File: config.mk
export PLATFORM = sky130hd
export DESIGN_NAME = top_two_pair_action_decoder_flat
export DESIGN_NICKNAME = d
export VERILOG_FILES = /design/src/rtl/tpad_pkg.sv /design/src/rtl/tpad_in_if.sv /design/src/rtl/tpad_out_if.sv /design/src/rtl/top_two_pair_action_decoder.sv /design/src/flat_wrapper.sv
export VERILOG_INCLUDE_DIRS = /design/src /design/src/rtl
export SDC_FILE = /design/constraint.sdc
export NUM_CORES = 1
export LEC_CHECK = 0
export ABC_AREA = 1
export BUFFER_PORTS_ARGS = -buffer_cell sky130_fd_sc_hd__clkbuf_2
export CAP_MARGIN = 40
export CORE_MARGIN = 2
export CORE_UTILIZATION = 56
export CTS_CLUSTER_DIAMETER = 120
export DETAILED_ROUTE_END_ITERATION = 6
export GPL_ROUTABILITY_DRIVEN = 0
export GPL_TIMING_DRIVEN = 0
export PLACE_DENSITY = 0.82
export SLEW_MARGIN = 20
export SYNTH_ARGS = -nofsm -noshare
export SYNTH_HDL_FRONTEND = slang
export SYNTH_SLANG_ARGS = --single-unit
File: constraint.sdc
create_clock -name clk -period 5.06 [get_ports clk]
set_input_delay 1.012 -clock clk [delete_from_list [all_inputs] [get_ports clk]]
set_output_delay 1.012 -clock clk [all_outputs]
set_load 0.02 [all_outputs]
File: src/rtl/top_two_pair_action_decoder_defines.svh
// ----------------------------------------------------------------------------
// Top-two pair action decoder: assertion macros
// Shared property forms for the decoder's concurrent checks.
// ----------------------------------------------------------------------------
`ifndef TOP_TWO_PAIR_ACTION_DECODER_DEFINES_SVH
`define TOP_TWO_PAIR_ACTION_DECODER_DEFINES_SVH

// Same-cycle implication, clocked on clk, held off during reset
`define TPAD_ASSERT_NOW(lbl, ante, cons, msg) \
  lbl: assert property (@(posedge clk) disable iff (rst) (ante) |-> (cons)) else $error(msg);

// Next-cycle implication, clocked on clk, held off during reset
`define TPAD_ASSERT_NEXT(lbl, ante, cons, msg) \
  lbl: assert property (@(posedge clk) disable iff (rst) (ante) |=> (cons)) else $error(msg);

`endif

File: src/rtl/tpad_pkg.sv
// ----------------------------------------------------------------------------
// Top-two pair action decoder package
// Sizes, register map, reset values and the sequencer's control store.
// ----------------------------------------------------------------------------
`timescale 1ns / 1ps
`default_nettype none

package tpad_pkg;

  // Default parameter values
  localparam int DEF_MAX_OUTPUTS = 64;
  localparam int DEF_MAX_INPUTS  = 1024;
  localparam int DEF_SAMPLE_BITS = 16;

  // Fixed field and register widths
  localparam int CODE_W   = 12;
  localparam int OCOUNT_W = 7;
  localparam int ICOUNT_W = 11;
  localparam int PDATA_W  = 32;
  localparam int PADDR_W  = 3;

  // Register map (selected by address bit 2)
  localparam logic REG_OUTPUT_COUNT = 1'b0;
  localparam logic REG_INPUT_COUNT  = 1'b1;

  localparam logic [OCOUNT_W-1:0] OUTPUT_COUNT_RESET = OCOUNT_W'(2);
  localparam logic [ICOUNT_W-1:0] INPUT_COUNT_RESET  = ICOUNT_W'(1);

  // Sequencer control store
  localparam int STEP_W = 3;

  typedef enum logic [2:0] {
    OP_NOP,
    OP_MUL,
    OP_RANK,
    OP_MOD,
    OP_EMIT
  } op_t;

  typedef enum logic [2:0] {
    COND_NEVER,
    COND_ALWAYS,
    COND_NO_START,
    COND_MORE,
    COND_OUT_BUSY
  } cond_t;

  typedef struct packed {
    op_t               op;
    cond_t             cond;
    logic [STEP_W-1:0] target;
  } ctrl_t;

  localparam logic [STEP_W-1:0] STEP_WAIT = 3'd0;
  localparam logic [STEP_W-1:0] STEP_MUL  = 3'd1;
  localparam logic [STEP_W-1:0] STEP_RANK = 3'd2;
  localparam logic [STEP_W-1:0] STEP_MOD  = 3'd3;
  localparam logic [STEP_W-1:0] STEP_EMIT = 3'd4;
  localparam logic [STEP_W-1:0] STEP_RET  = 3'd5;

  // One control word per step; a taken condition jumps, else fall through
  function automatic ctrl_t tpad_ucode(input logic [STEP_W-1:0] step);
    ctrl_t cw;
    case (step)
      STEP_WAIT: cw = '{op: OP_NOP,  cond: COND_NO_START, target: STEP_WAIT};
      STEP_MUL:  cw = '{op: OP_MUL,  cond: COND_NEVER,    target: STEP_WAIT};
      STEP_RANK: cw = '{op: OP_RANK, cond: COND_NEVER,    target: STEP_WAIT};
      STEP_MOD:  cw = '{op: OP_MOD,  cond: COND_MORE,     target: STEP_MOD};
      STEP_EMIT: cw = '{op: OP_EMIT, cond: COND_OUT_BUSY, target: STEP_EMIT};
      STEP_RET:  cw = '{op: OP_NOP,  cond: COND_ALWAYS,   target: STEP_WAIT};
      default:   cw = '{op: OP_NOP,  cond: COND_ALWAYS,   target: STEP_WAIT};
    endcase
    return cw;
  endfunction

endpackage

`default_nettype wire

File: src/rtl/tpad_in_if.sv
// ----------------------------------------------------------------------------
// Sample channel
// Valid/ready channel carrying one signed network output sample.
// ----------------------------------------------------------------------------
`timescale 1ns / 1ps
`default_nettype none

interface tpad_in_if
  import tpad_pkg::*;
#(
  parameter int SAMPLE_BITS = DEF_SAMPLE_BITS
) ();

  logic                          valid;
  logic                          ready;
  logic signed [SAMPLE_BITS-1:0] sample;

  modport source (output valid, output sample, input ready);
  modport sink   (input valid, input sample, output ready);

endinterface

`default_nettype wire

File: src/rtl/tpad_out_if.sv
// ----------------------------------------------------------------------------
// Result channel
// Valid/ready channel carrying one signed action code and its valid flag.
// ----------------------------------------------------------------------------
`timescale 1ns / 1ps
`default_nettype none

interface tpad_out_if
  import tpad_pkg::*;
();

  logic                     valid;
  logic                     ready;
  logic signed [CODE_W-1:0] action_code;
  logic                     valid_res;

  modport source (output valid, output action_code, output valid_res, input ready);
  modport sink   (input valid, input action_code, input valid_res, output ready);

endinterface

`default_nettype wire

File: src/rtl/top_two_pair_action_decoder.sv
// ----------------------------------------------------------------------------
// Top-two pair action decoder
// Tracks the two largest samples above -1.0 in a vector and turns the pair
// of their positions into a signed action code through a small sequencer.
// ----------------------------------------------------------------------------
// Each request on sample_ch is one sample and is taken while the sequencer waits.
// Samples that are not the last of a vector produce no result. The last
// sample hands the two positions to a microcoded sequencer and the sample
// channel stays closed until it returns to its wait step: one multiply step,
// one rank step, 2*clog2(MAX_OUTPUTS+1) restoring-division steps (14 at the
// default size) for the modulo, an emit step that holds while the result
// register is still full, and a return step. The result register decouples
// the result channel, so further samples of the next vector are taken while
// a result waits. output_count and input_count sit at byte addresses 0 and 4;
// a write is seen from the next sample on and does not clear the tracking
// state.
// ----------------------------------------------------------------------------
`timescale 1ns / 1ps
`default_nettype none

`include "top_two_pair_action_decoder_defines.svh"

module top_two_pair_action_decoder
  import tpad_pkg::*;
#(
  parameter int MAX_OUTPUTS = DEF_MAX_OUTPUTS,
  parameter int MAX_INPUTS  = DEF_MAX_INPUTS,
  parameter int SAMPLE_BITS = DEF_SAMPLE_BITS
) (
  input  wire logic               clk,
  input  wire logic               rst,
  input  wire logic               psel,
  input  wire logic               penable,
  input  wire logic               pwrite,
  input  wire logic [PADDR_W-1:0] paddr,
  input  wire logic [PDATA_W-1:0] pwdata,
  output logic      [PDATA_W-1:0] prdata,
  output logic                    pready,
  tpad_in_if.sink                 sample_ch,
  tpad_out_if.source              result_ch
);

  localparam int POS_W  = $clog2(MAX_OUTPUTS + 1);
  localparam int IN_W   = $clog2(MAX_INPUTS + 1);
  localparam int MOD_W  = IN_W + 1;
  localparam int RANK_W = 2 * POS_W;
  localparam int CNT_W  = $clog2(RANK_W + 1);

  localparam logic signed [SAMPLE_BITS-1:0] MINUS_ONE = {2'b11, {(SAMPLE_BITS-2){1'b0}}};

  // Configuration registers
  logic [OCOUNT_W-1:0] output_count;
  logic [ICOUNT_W-1:0] input_count;
  logic                cfg_write;

  // Tracking state
  logic signed [SAMPLE_BITS-1:0] best_value, second_value;
  logic        [POS_W-1:0]       best_pos, second_pos, sample_counter;

  // Sequencer datapath
  logic [STEP_W-1:0] pc, pc_next;
  ctrl_t             cw;
  logic              take;
  logic [POS_W-1:0]  a_pos, b_pos, n_lat;
  logic [MOD_W-1:0]  m_lat;
  logic              res_ok;
  logic [RANK_W-1:0] p1, p2, rank_sh;
  logic [MOD_W-1:0]  rem;
  logic [CNT_W-1:0]  cnt;

  // Result register
  logic                     out_valid, out_ok;
  logic signed [CODE_W-1:0] out_code;

  // Combinational helpers
  logic [POS_W-1:0]              n_eff, pos, nbp, nsp, am1;
  logic [IN_W-1:0]               i_eff;
  logic [MOD_W-1:0]              m_eff;
  logic signed [SAMPLE_BITS-1:0] nbv, nsv;
  logic                          accept, last, start;
  logic [MOD_W:0]                trial;
  logic [MOD_W-1:0]              mag;
  logic signed [MOD_W-1:0]       code_full;

  // ---- configuration port ----
  assign pready    = 1'b1;
  assign cfg_write = psel && penable && pwrite && pready;

  always_ff @(posedge clk) begin
    if (rst) begin
      output_count <= OUTPUT_COUNT_RESET;
      input_count  <= INPUT_COUNT_RESET;
    end else if (cfg_write) begin
      case (paddr[2])
        REG_OUTPUT_COUNT: output_count <= pwdata[OCOUNT_W-1:0];
        REG_INPUT_COUNT:  input_count  <= pwdata[ICOUNT_W-1:0];
        default:          output_count <= output_count;
      endcase
    end
  end

  always_comb begin
    case (paddr[2])
      REG_OUTPUT_COUNT: prdata = PDATA_W'(output_count);
      REG_INPUT_COUNT:  prdata = PDATA_W'(input_count);
      default:          prdata = '0;
    endcase
  end

  // Clamp the counts into their supported ranges
  always_comb begin
    if (output_count < OCOUNT_W'(2)) begin
      n_eff = POS_W'(2);
    end else if (int'(output_count) > MAX_OUTPUTS) begin
      n_eff = POS_W'(MAX_OUTPUTS);
    end else begin
      n_eff = POS_W'(output_count);
    end
    if (input_count == '0) begin
      i_eff = IN_W'(1);
    end else if (int'(input_count) > MAX_INPUTS) begin
      i_eff = IN_W'(MAX_INPUTS);
    end else begin
      i_eff = IN_W'(input_count);
    end
    m_eff = {i_eff, 1'b0};
  end

  // ---- sample tracking ----
  assign sample_ch.ready = (pc == STEP_WAIT);
  assign accept          = sample_ch.valid && sample_ch.ready;
  assign pos             = sample_counter + 1'b1;
  assign last            = (pos >= n_eff);
  assign start           = accept && last;

  // Compare and update the top two, earlier sample keeps ties
  always_comb begin
    nbv = best_value;
    nbp = best_pos;
    nsv = second_value;
    nsp = second_pos;
    if (sample_ch.sample > best_value) begin
      nsv = best_value;
      nsp = best_pos;
      nbv = sample_ch.sample;
      nbp = pos;
    end else if (sample_ch.sample > second_value) begin
      nsv = sample_ch.sample;
      nsp = pos;
    end
  end

  always_ff @(posedge clk) begin
    if (rst) begin
      best_value     <= MINUS_ONE;
      second_value   <= MINUS_ONE;
      best_pos       <= '0;
      second_pos     <= '0;
      sample_counter <= '0;
    end else if (accept) begin
      if (last) begin
        best_value     <= MINUS_ONE;
        second_value   <= MINUS_ONE;
        best_pos       <= '0;
        second_pos     <= '0;
        sample_counter <= '0;
      end else begin
        best_value     <= nbv;
        second_value   <= nsv;
        best_pos       <= nbp;
        second_pos     <= nsp;
        sample_counter <= pos;
      end
    end
  end

  // Hand the ordered pair and the vector's counts to the sequencer
  always_ff @(posedge clk) begin
    if (start) begin
      a_pos  <= (nbp < nsp) ? nbp : nsp;
      b_pos  <= (nbp < nsp) ? nsp : nbp;
      res_ok <= (nsp != '0);
      n_lat  <= n_eff;
      m_lat  <= m_eff;
    end
  end

  // ---- sequencer ----
  assign cw = tpad_ucode(pc);

  always_comb begin
    case (cw.cond)
      COND_NEVER:    take = 1'b0;
      COND_ALWAYS:   take = 1'b1;
      COND_NO_START: take = !start;
      COND_MORE:     take = (cnt != CNT_W'(1));
      COND_OUT_BUSY: take = out_valid;
      default:       take = 1'b0;
    endcase
    pc_next = take ? cw.target : pc + 1'b1;
  end

  always_ff @(posedge clk) begin
    if (rst) begin
      pc <= STEP_WAIT;
    end else begin
      pc <= pc_next;
    end
  end

  // ---- datapath ----
  assign am1   = a_pos - 1'b1;
  assign trial = {rem, rank_sh[RANK_W-1]};
  assign mag   = (rem >> 1) + 1'b1;

  always_comb begin
    if (rem[0]) begin
      code_full = -$signed(mag);
    end else begin
      code_full = $signed(mag);
    end
  end

  // Rank pieces, then one restoring-division bit per step
  always_ff @(posedge clk) begin
    case (cw.op)
      OP_MUL: begin
        p1 <= RANK_W'(am1) * RANK_W'(n_lat);
        p2 <= RANK_W'(am1) * RANK_W'(a_pos);
      end
      OP_RANK: begin
        rank_sh <= p1 - (p2 >> 1) + RANK_W'(b_pos - a_pos - 1'b1);
        rem     <= '0;
        cnt     <= CNT_W'(RANK_W);
      end
      OP_MOD: begin
        if (trial >= {1'b0, m_lat}) begin
          rem <= MOD_W'(trial - {1'b0, m_lat});
        end else begin
          rem <= trial[MOD_W-1:0];
        end
        rank_sh <= rank_sh << 1;
        cnt     <= cnt - 1'b1;
      end
      default: begin
        rem <= rem;
      end
    endcase
  end

  // ---- result register ----
  always_ff @(posedge clk) begin
    if (rst) begin
      out_valid <= 1'b0;
    end else if (cw.op == OP_EMIT && !out_valid) begin
      out_valid <= 1'b1;
    end else if (result_ch.ready) begin
      out_valid <= 1'b0;
    end
  end

  always_ff @(posedge clk) begin
    if (cw.op == OP_EMIT && !out_valid) begin
      out_ok   <= res_ok;
      out_code <= res_ok ? CODE_W'(code_full) : '0;
    end
  end

  assign result_ch.valid       = out_valid;
  assign result_ch.action_code = out_code;
  assign result_ch.valid_res   = out_ok;

  // ---- checks ----
  `TPAD_ASSERT_NEXT(a_start_clears, start, pc == STEP_MUL && best_pos == '0 && second_pos == '0 && sample_counter == '0, "last sample did not start the program and clear tracking")
  `TPAD_ASSERT_NOW(a_mod_count, pc == STEP_MOD, cnt != '0, "division loop ran past its bit count")
  `TPAD_ASSERT_NOW(a_rem_bound, pc == STEP_MOD, rem < m_lat, "partial remainder not below modulus")
  `TPAD_ASSERT_NOW(a_invalid_zero, out_valid && !out_ok, out_code == '0, "invalid result with a nonzero code")

endmodule

`default_nettype wire
File: src/flat_wrapper.sv
// flat-port wrapper written by rule: the top's interface ports become plain ports
module top_two_pair_action_decoder_flat import tpad_pkg::*;
#(
  parameter int MAX_OUTPUTS = DEF_MAX_OUTPUTS,
  parameter int MAX_INPUTS  = DEF_MAX_INPUTS,
  parameter int SAMPLE_BITS = DEF_SAMPLE_BITS
)
  (clk, rst, psel, penable, pwrite, paddr, pwdata, prdata, pready, sample_ch_valid, sample_ch_sample, sample_ch_ready, result_ch_valid, result_ch_action_code, result_ch_valid_res, result_ch_ready);
  tpad_in_if #(.SAMPLE_BITS(SAMPLE_BITS)) sample_ch_i ();
  tpad_out_if result_ch_i ();
  input  wire logic clk;
  input  wire logic rst;
  input  wire logic psel;
  input  wire logic penable;
  input  wire logic pwrite;
  input  wire logic [PADDR_W-1:0] paddr;
  input  wire logic [PDATA_W-1:0] pwdata;
  output logic      [PDATA_W-1:0] prdata;
  output logic pready;
  input wire logic [$bits(sample_ch_i.valid)-1:0] sample_ch_valid;
  input wire logic [$bits(sample_ch_i.sample)-1:0] sample_ch_sample;
  output wire logic [$bits(sample_ch_i.ready)-1:0] sample_ch_ready;
  output wire logic [$bits(result_ch_i.valid)-1:0] result_ch_valid;
  output wire logic [$bits(result_ch_i.action_code)-1:0] result_ch_action_code;
  output wire logic [$bits(result_ch_i.valid_res)-1:0] result_ch_valid_res;
  input wire logic [$bits(result_ch_i.ready)-1:0] result_ch_ready;
  assign sample_ch_i.valid = sample_ch_valid;
  assign sample_ch_i.sample = sample_ch_sample;
  assign sample_ch_ready = sample_ch_i.ready;
  assign result_ch_valid = result_ch_i.valid;
  assign result_ch_action_code = result_ch_i.action_code;
  assign result_ch_valid_res = result_ch_i.valid_res;
  assign result_ch_i.ready = result_ch_ready;
  top_two_pair_action_decoder #(.MAX_OUTPUTS(MAX_OUTPUTS), .MAX_INPUTS(MAX_INPUTS), .SAMPLE_BITS(SAMPLE_BITS)) u_core (.clk(clk), .rst(rst), .psel(psel), .penable(penable), .pwrite(pwrite), .paddr(paddr), .pwdata(pwdata), .prdata(prdata), .pready(pready), .sample_ch(sample_ch_i), .result_ch(result_ch_i));
endmodule
# ---- Word-level counts from Yosys, hierarchy flattened
# Index checks and enable logic that the tools add are counted.
dict set report word_totals {
  reg_bits 179
  latch_bits 0
  ramBits 0
  mem_bits_ro 0
  in_bits 58
  word_cells 103
  memories 0
}
dict set report op_classes {
  add_sub_neg 11
  mul 2
  div 0
  n_lt_le_gt_ge 8
  eq_ne 13
  n_shift 0
  n_mux 27
  bitwise_logic 1
  reduce_logical 19
}
# cell n
set op_table {}
lappend op_table {{$mux 16} 5}
lappend op_table {{$mux 7} 10}
lappend op_table {{$pmux 32 s2} 1}
lappend op_table {{$pmux 9 s5} 1}
lappend op_table {{$gt 16x16->1} 2}
lappend op_table {{$mul 7x7->14} 2}
lappend op_table {{$pmux 14 s2} 1}
lappend op_table {{$mux 12} 2}
lappend op_table {{$pmux 12 s2} 1}
lappend op_table {{$eq 3x2->1 const B} 6}
lappend op_table {{$add 14x14->14} 1}
lappend op_table {{$sub 14x1->14 const B} 1}
lappend op_table {{$sub 14x13->14} 1}
lappend op_table {{$ge 13x12->1} 1}
lappend op_table {{$add 11x1->12 const B} 1}
lappend op_table {{$neg 12->12} 1}
lappend op_table {{$sub 12x12->12} 1}
lappend op_table {{$gt 11x11->1 const B} 1}
lappend op_table {{$logic_not 11->1} 1}
lappend op_table {{$mux 11} 1}
lappend op_table {{$eq 3x1->1 const B} 3}
lappend op_table {{$eq 3x3->1 const B} 3}
lappend op_table {{$pmux 4 s2} 1}
lappend op_table {{$reduce_and 2->1} 4}
lappend op_table {{21 further kinds} 29}

# ---- Depth between registers and ports, before layout
dict set report depth {
  depth_word 8
  depth_mapped 28
}

# ---- Least setup slack after synthesis
# OpenSTA, ideal clock, no wires.
dict set report synth_path {
  kind {register to register}
  startpoint {register u_core.a_pos[1]}
  endpoint {register u_core.p2[13] (data pin)}
  arrival_time_ns 4.905
  required_time_ns 4.798
  path_slack_ns -0.107
  path_stages_with_launch 24
  n_path_buf 1
  cell_sequence {edfxtp_1 -> inv_1 -> ha_1 -> nand2_1 -> ha_1 -> clkbuf_1 -> nor2_1 -> fa_1 -> inv_1 -> fa_1 -> inv_1 -> fa_1 -> inv_1 -> fa_1 -> inv_1 -> ha_1 -> a21oi_1 -> o211ai_1 -> nand2_1 -> o21ai_0 -> nand2_1 -> nand2_1 -> a21oi_1 -> xor2_1}
}
dict set report synth_via {
  elab_chain_cells 2
}
# item line_no
set synth_rtl {}
lappend synth_rtl {{start: declaration} top_two_pair_action_decoder.sv:64} ;# logic [POS_W-1:0] a_pos, b_pos, n_lat;
lappend synth_rtl {{start signal: assignment} top_two_pair_action_decoder.sv:180} ;# a_pos <= (nbp < nsp) ? nbp : nsp;
lappend synth_rtl {{$sub 7x1->7} top_two_pair_action_decoder.sv:212} ;# assign am1 = a_pos - 1'b1;
lappend synth_rtl {{$mul 7x7->14 *} top_two_pair_action_decoder.sv:229} ;# p2 <= RANK_W'(am1) * RANK_W'(a_pos);
lappend synth_rtl {{end signal: assignment} top_two_pair_action_decoder.sv:229}
lappend synth_rtl {{end: declaration} top_two_pair_action_decoder.sv:67} ;# logic [RANK_W-1:0] p1, p2, rank_sh;
# Mark *: on every way between the ends. The rest lies on a longest branch, timed or not.
# A chain may end at the register's enable or synchronous reset.

# ---- Worst setup path after layout
# Ends and elaborated chain as after synthesis.

==> flow_metrics.env <==
export IMPL_outcome="completed"
export IMPL_syn_area_per_cell_sq_um=8.14
export IMPL_yosysWarnings=0
export IMPL_grt_pass1_vias=11200
export IMPL_reg2reg_slack_ns=0.09
export IMPL_setup_viol=0
export IMPL_slew_viol_final=0
export IMPL_drcViolationCount=0
export IMPL_fin_worst_skew_ns=0.0199
export IMPL_drtIter0Drc=863
export IMPL_cts_tree="yes"
export IMPL_fmax_mhz=201
export IMPL_hold_path_depth=2
export IMPL_synth_edf_count=103
export IMPL_multi_input_area_sq_um=8030
export IMPL_area_growth_pct=13.4
export IMPL_worst_path_stages=24
export IMPL_drive_above_1_share_pct=12.2
export IMPL_finalCritPeriodShare_pct=98.1
export IMPL_crit_top_cell="fa_1"
export IMPL_netlist_instances=1699
export IMPL_antenna_found_initial=0
export IMPL_holdWs_ns=0.473
export IMPL_num_rows=57
export IMPL_synth_area_sq_um=13800
export IMPL_critPathSlowestCell="fa_1"
export IMPL_hold_path_startpoint="u_core.second_pos[4]"
export IMPL_vias_per_cell=5.40
export IMPL_cp_arrival_ns=5.15
export IMPL_yosysSeqAreaShare_pct=33.2
export IMPL_min_path_type="reg2reg"
export IMPL_hold_viol_final=0
export IMPL_worstPathCellList="buf_6 -> inv_4 -> ha_4 -> nand2_2 -> ha_4 -> buf_8 -> nor2_2 -> fa_1 -> inv_1 -> fa_1 -> inv_1 -> fa_1 -> inv_1 -> fa_1 -> inv_2 -> ha_4 -> a21oi_1 -> o211ai_1 -> nand2_1 -> o21ai_2 -> nand2_1 -> nand2_1 -> a21oi_1 -> xor2_1"
export IMPL_slew_headroom_pct=47.9
export IMPL_place_inst=2104
export IMPL_r2r_end="u_core.p2[13]"
export IMPL_grt_overflow=0
export IMPL_rr_startpoint="u_core.a_pos[1]"
export IMPL_crit_path_max_fanout=7
export IMPL_cts_buffers=17
export IMPL_regArea_sq_um=4590
export IMPL_h_tree_depth=4
export IMPL_clock_root_buffer="clkbuf_16"
export IMPL_grt_pass1_wl_um=52100
export IMPL_r2r_cells=24
export IMPL_cp_start_kind="flip-flop"
export IMPL_min_period_ns=4.97
export IMPL_num_vias=11700
export IMPL_grt_start_max_net_pins=35
export IMPL_die_h_um=161
export IMPL_hold_path_end="u_core.second_pos[4]"
export IMPL_rsz0062_at_grt="yes"
export IMPL_n_fill_cell=1882
export IMPL_coreArea_sq_um=24300
export IMPL_fin_nets=2100
export IMPL_grt_usage_pct=24.8
export IMPL_path_buf_inv=7
export IMPL_dieArea_sq_um=26000
export IMPL_io_pins=106
export IMPL_async_reset_ff_share_pct=0
export IMPL_clockBufferDepth=2
export IMPL_end_kind="flip-flop"
export IMPL_dp_hpwl_um=24400
export IMPL_yosysUniqueCellTypes=46
export IMPL_required_ns=5.24
export IMPL_crit_family="adder cells"
export IMPL_yosys_register_bits=178
export IMPL_ys_flop_type="edfxtp_1"
export IMPL_drtPass1Iterations=7
export IMPL_path_clk_slew_ns=0.07
export IMPL_worstSkewPairLatency_ns=0.44
export IMPL_worst_slew_pin_slew_ns=0.780
export IMPL_antenna_cells=0
export IMPL_post_route_util_pct=64.5
export IMPL_start_util_pct=56.9
export IMPL_critPathKind="reg2reg"
export IMPL_fin_cells=2159
export IMPL_clock_sinks=178
export IMPL_postRouteWirelength_um=32700
export IMPL_die_w_um=161
export IMPL_wl_per_cell_um=15.2
export IMPL_drv_cap=0
export IMPL_cp_slowest_stage_delay_ns=0.53
export IMPL_numPortBuffers=59
export IMPL_ant_nets=0
## layout by cell type (no fill, tap or decap), drive strengths merged, types with 64 or more instances in the layout
cell type  count
nand2        322
dfxtp         75
o21ai         91
ha           156
a21oi        120
clkbuf       107
inv          294
buf           66
nor2         182
edfxtp       103
nand3         72
fa            64
## tightest hold or removal path, stage by stage (launching register included)
cell and delay, ns:
dfxtp_1 0.31, nand2_1 0.06, a21oi_1 0.06
## layer usage
metal / part of all wire (%) / global-route usage [%] / vias to the layer above
li1: - / - / 5719
met1: 42 / 30.1 / 5425
met2: 50 / 43.8 / 421
met3: 5.5 / 3.93 / 87
met4: 3.4 / 10.7 / 0
met5: 0 / 0 / -
## state kept, by name (all words and copies together) (netlist names), 11 cells and up
signal                        flops
u_core.second_value              16
u_core.p2                        13
u_core.p1                        14
u_core.best_value                16
u_core.rank_sh                   14
u_core.rem                       12
u_core.m_lat                     11
u_core.result_ch.action_code     12
u_core.input_count               11
## cells by family after synthesis
family / Yosys count / synth area share (%)
other: 2 / 0.0543
AND/OR/NAND/NOR: 617 / 18.5
AO/OA/AOI/OAI: 268 / 10.8
buffers and inverters: 361 / 10.7
adder cells (fa/ha/maj): 220 / 23.4
flip-flops: 178 / 33.2
XOR/XNOR: 53 / 3.36
## cell type report
cell class	instances	area share (%)
plain buffers	65	2.51
inverters	292	7.05
well taps	324	2.59
multi-input cells	1180	51.2
repair buffers	88	3.43
clock inverters	12	0.949
clock buffers	20	2.98
flip-flops and latches	178	29.3
## worst max path at each step
stage,start,endpoint
floorplan,u_core.a_pos[0],u_core.p2[13]
global placement,u_core.a_pos[4],u_core.p2[13]
detailed placement,u_core.a_pos[4],u_core.p2[13]
CTS,u_core.a_pos[1],u_core.p1[12]
global route,u_core.a_pos[3],u_core.p2[12]
finish,u_core.a_pos[1],u_core.p2[13]
## cells in the mapped netlist (2+ instances only)
cell type,number,area [sq um]
nand2_1,318,1190
inv_1,285,1070
nor2_1,179,672
ha_1,156,1950
a21oi_1,120,601
edfxtp_1,103,3090
o21ai_0,82,410
dfxtp_1,75,1500
nand3_1,68,340
fa_1,64,1280
xor2_1,38,333
clkbuf_1,33,124
buf_4,25,188
o211ai_1,19,143
nand4_1,17,106
xnor2_1,15,131
o22ai_1,13,81.3
nor3_1,10,50.1
buf_2,7,35.0
a211oi_1,6,45.0
a31oi_1,6,37.5
o21ai_1,5,25.0
inv_2,4,15.0
nand3_2,4,40.0
nand3b_1,4,30.0
o21ai_2,4,35.0
or2_2,4,25.0
a21o_1,3,22.5
buf_6,3,33.8
clkinv_1,3,11.3
o21a_1,3,22.5
o21bai_1,3,22.5
and2_1,2,12.5
conb_1,2,7.51
nand2_2,2,12.5
nand2_4,2,22.5
nor2_2,2,12.5
o31ai_1,2,15.0
## per-stage QoR
stage | setup TNS [ns] | cell area [sq um] | setup slack (ns)
CTS | 0 | 15400 | 0.000192
detailed placement | -3.27 | 14700 | -0.596
finish | 0 | 15700 | 0.0940
floorplan | 0 | 13900 | 0.0247
global route | -0.342 | 15700 | -0.122
global placement | -2.36 | 14600 | -0.512
## timing repair
action / in CTS / in global routing
setup buffers: 7 / 19
setup endpoints to repair: 12 / 7
hold buffers: 0 / 0
pin swaps: 2 / 29
gates resized for setup: 20 / 36
hold endpoints to repair: 0 / 0
Power is left out: the tool's default activity adds up to more than one toggle a clock period on the data nets, which glitch-free logic cannot reach.
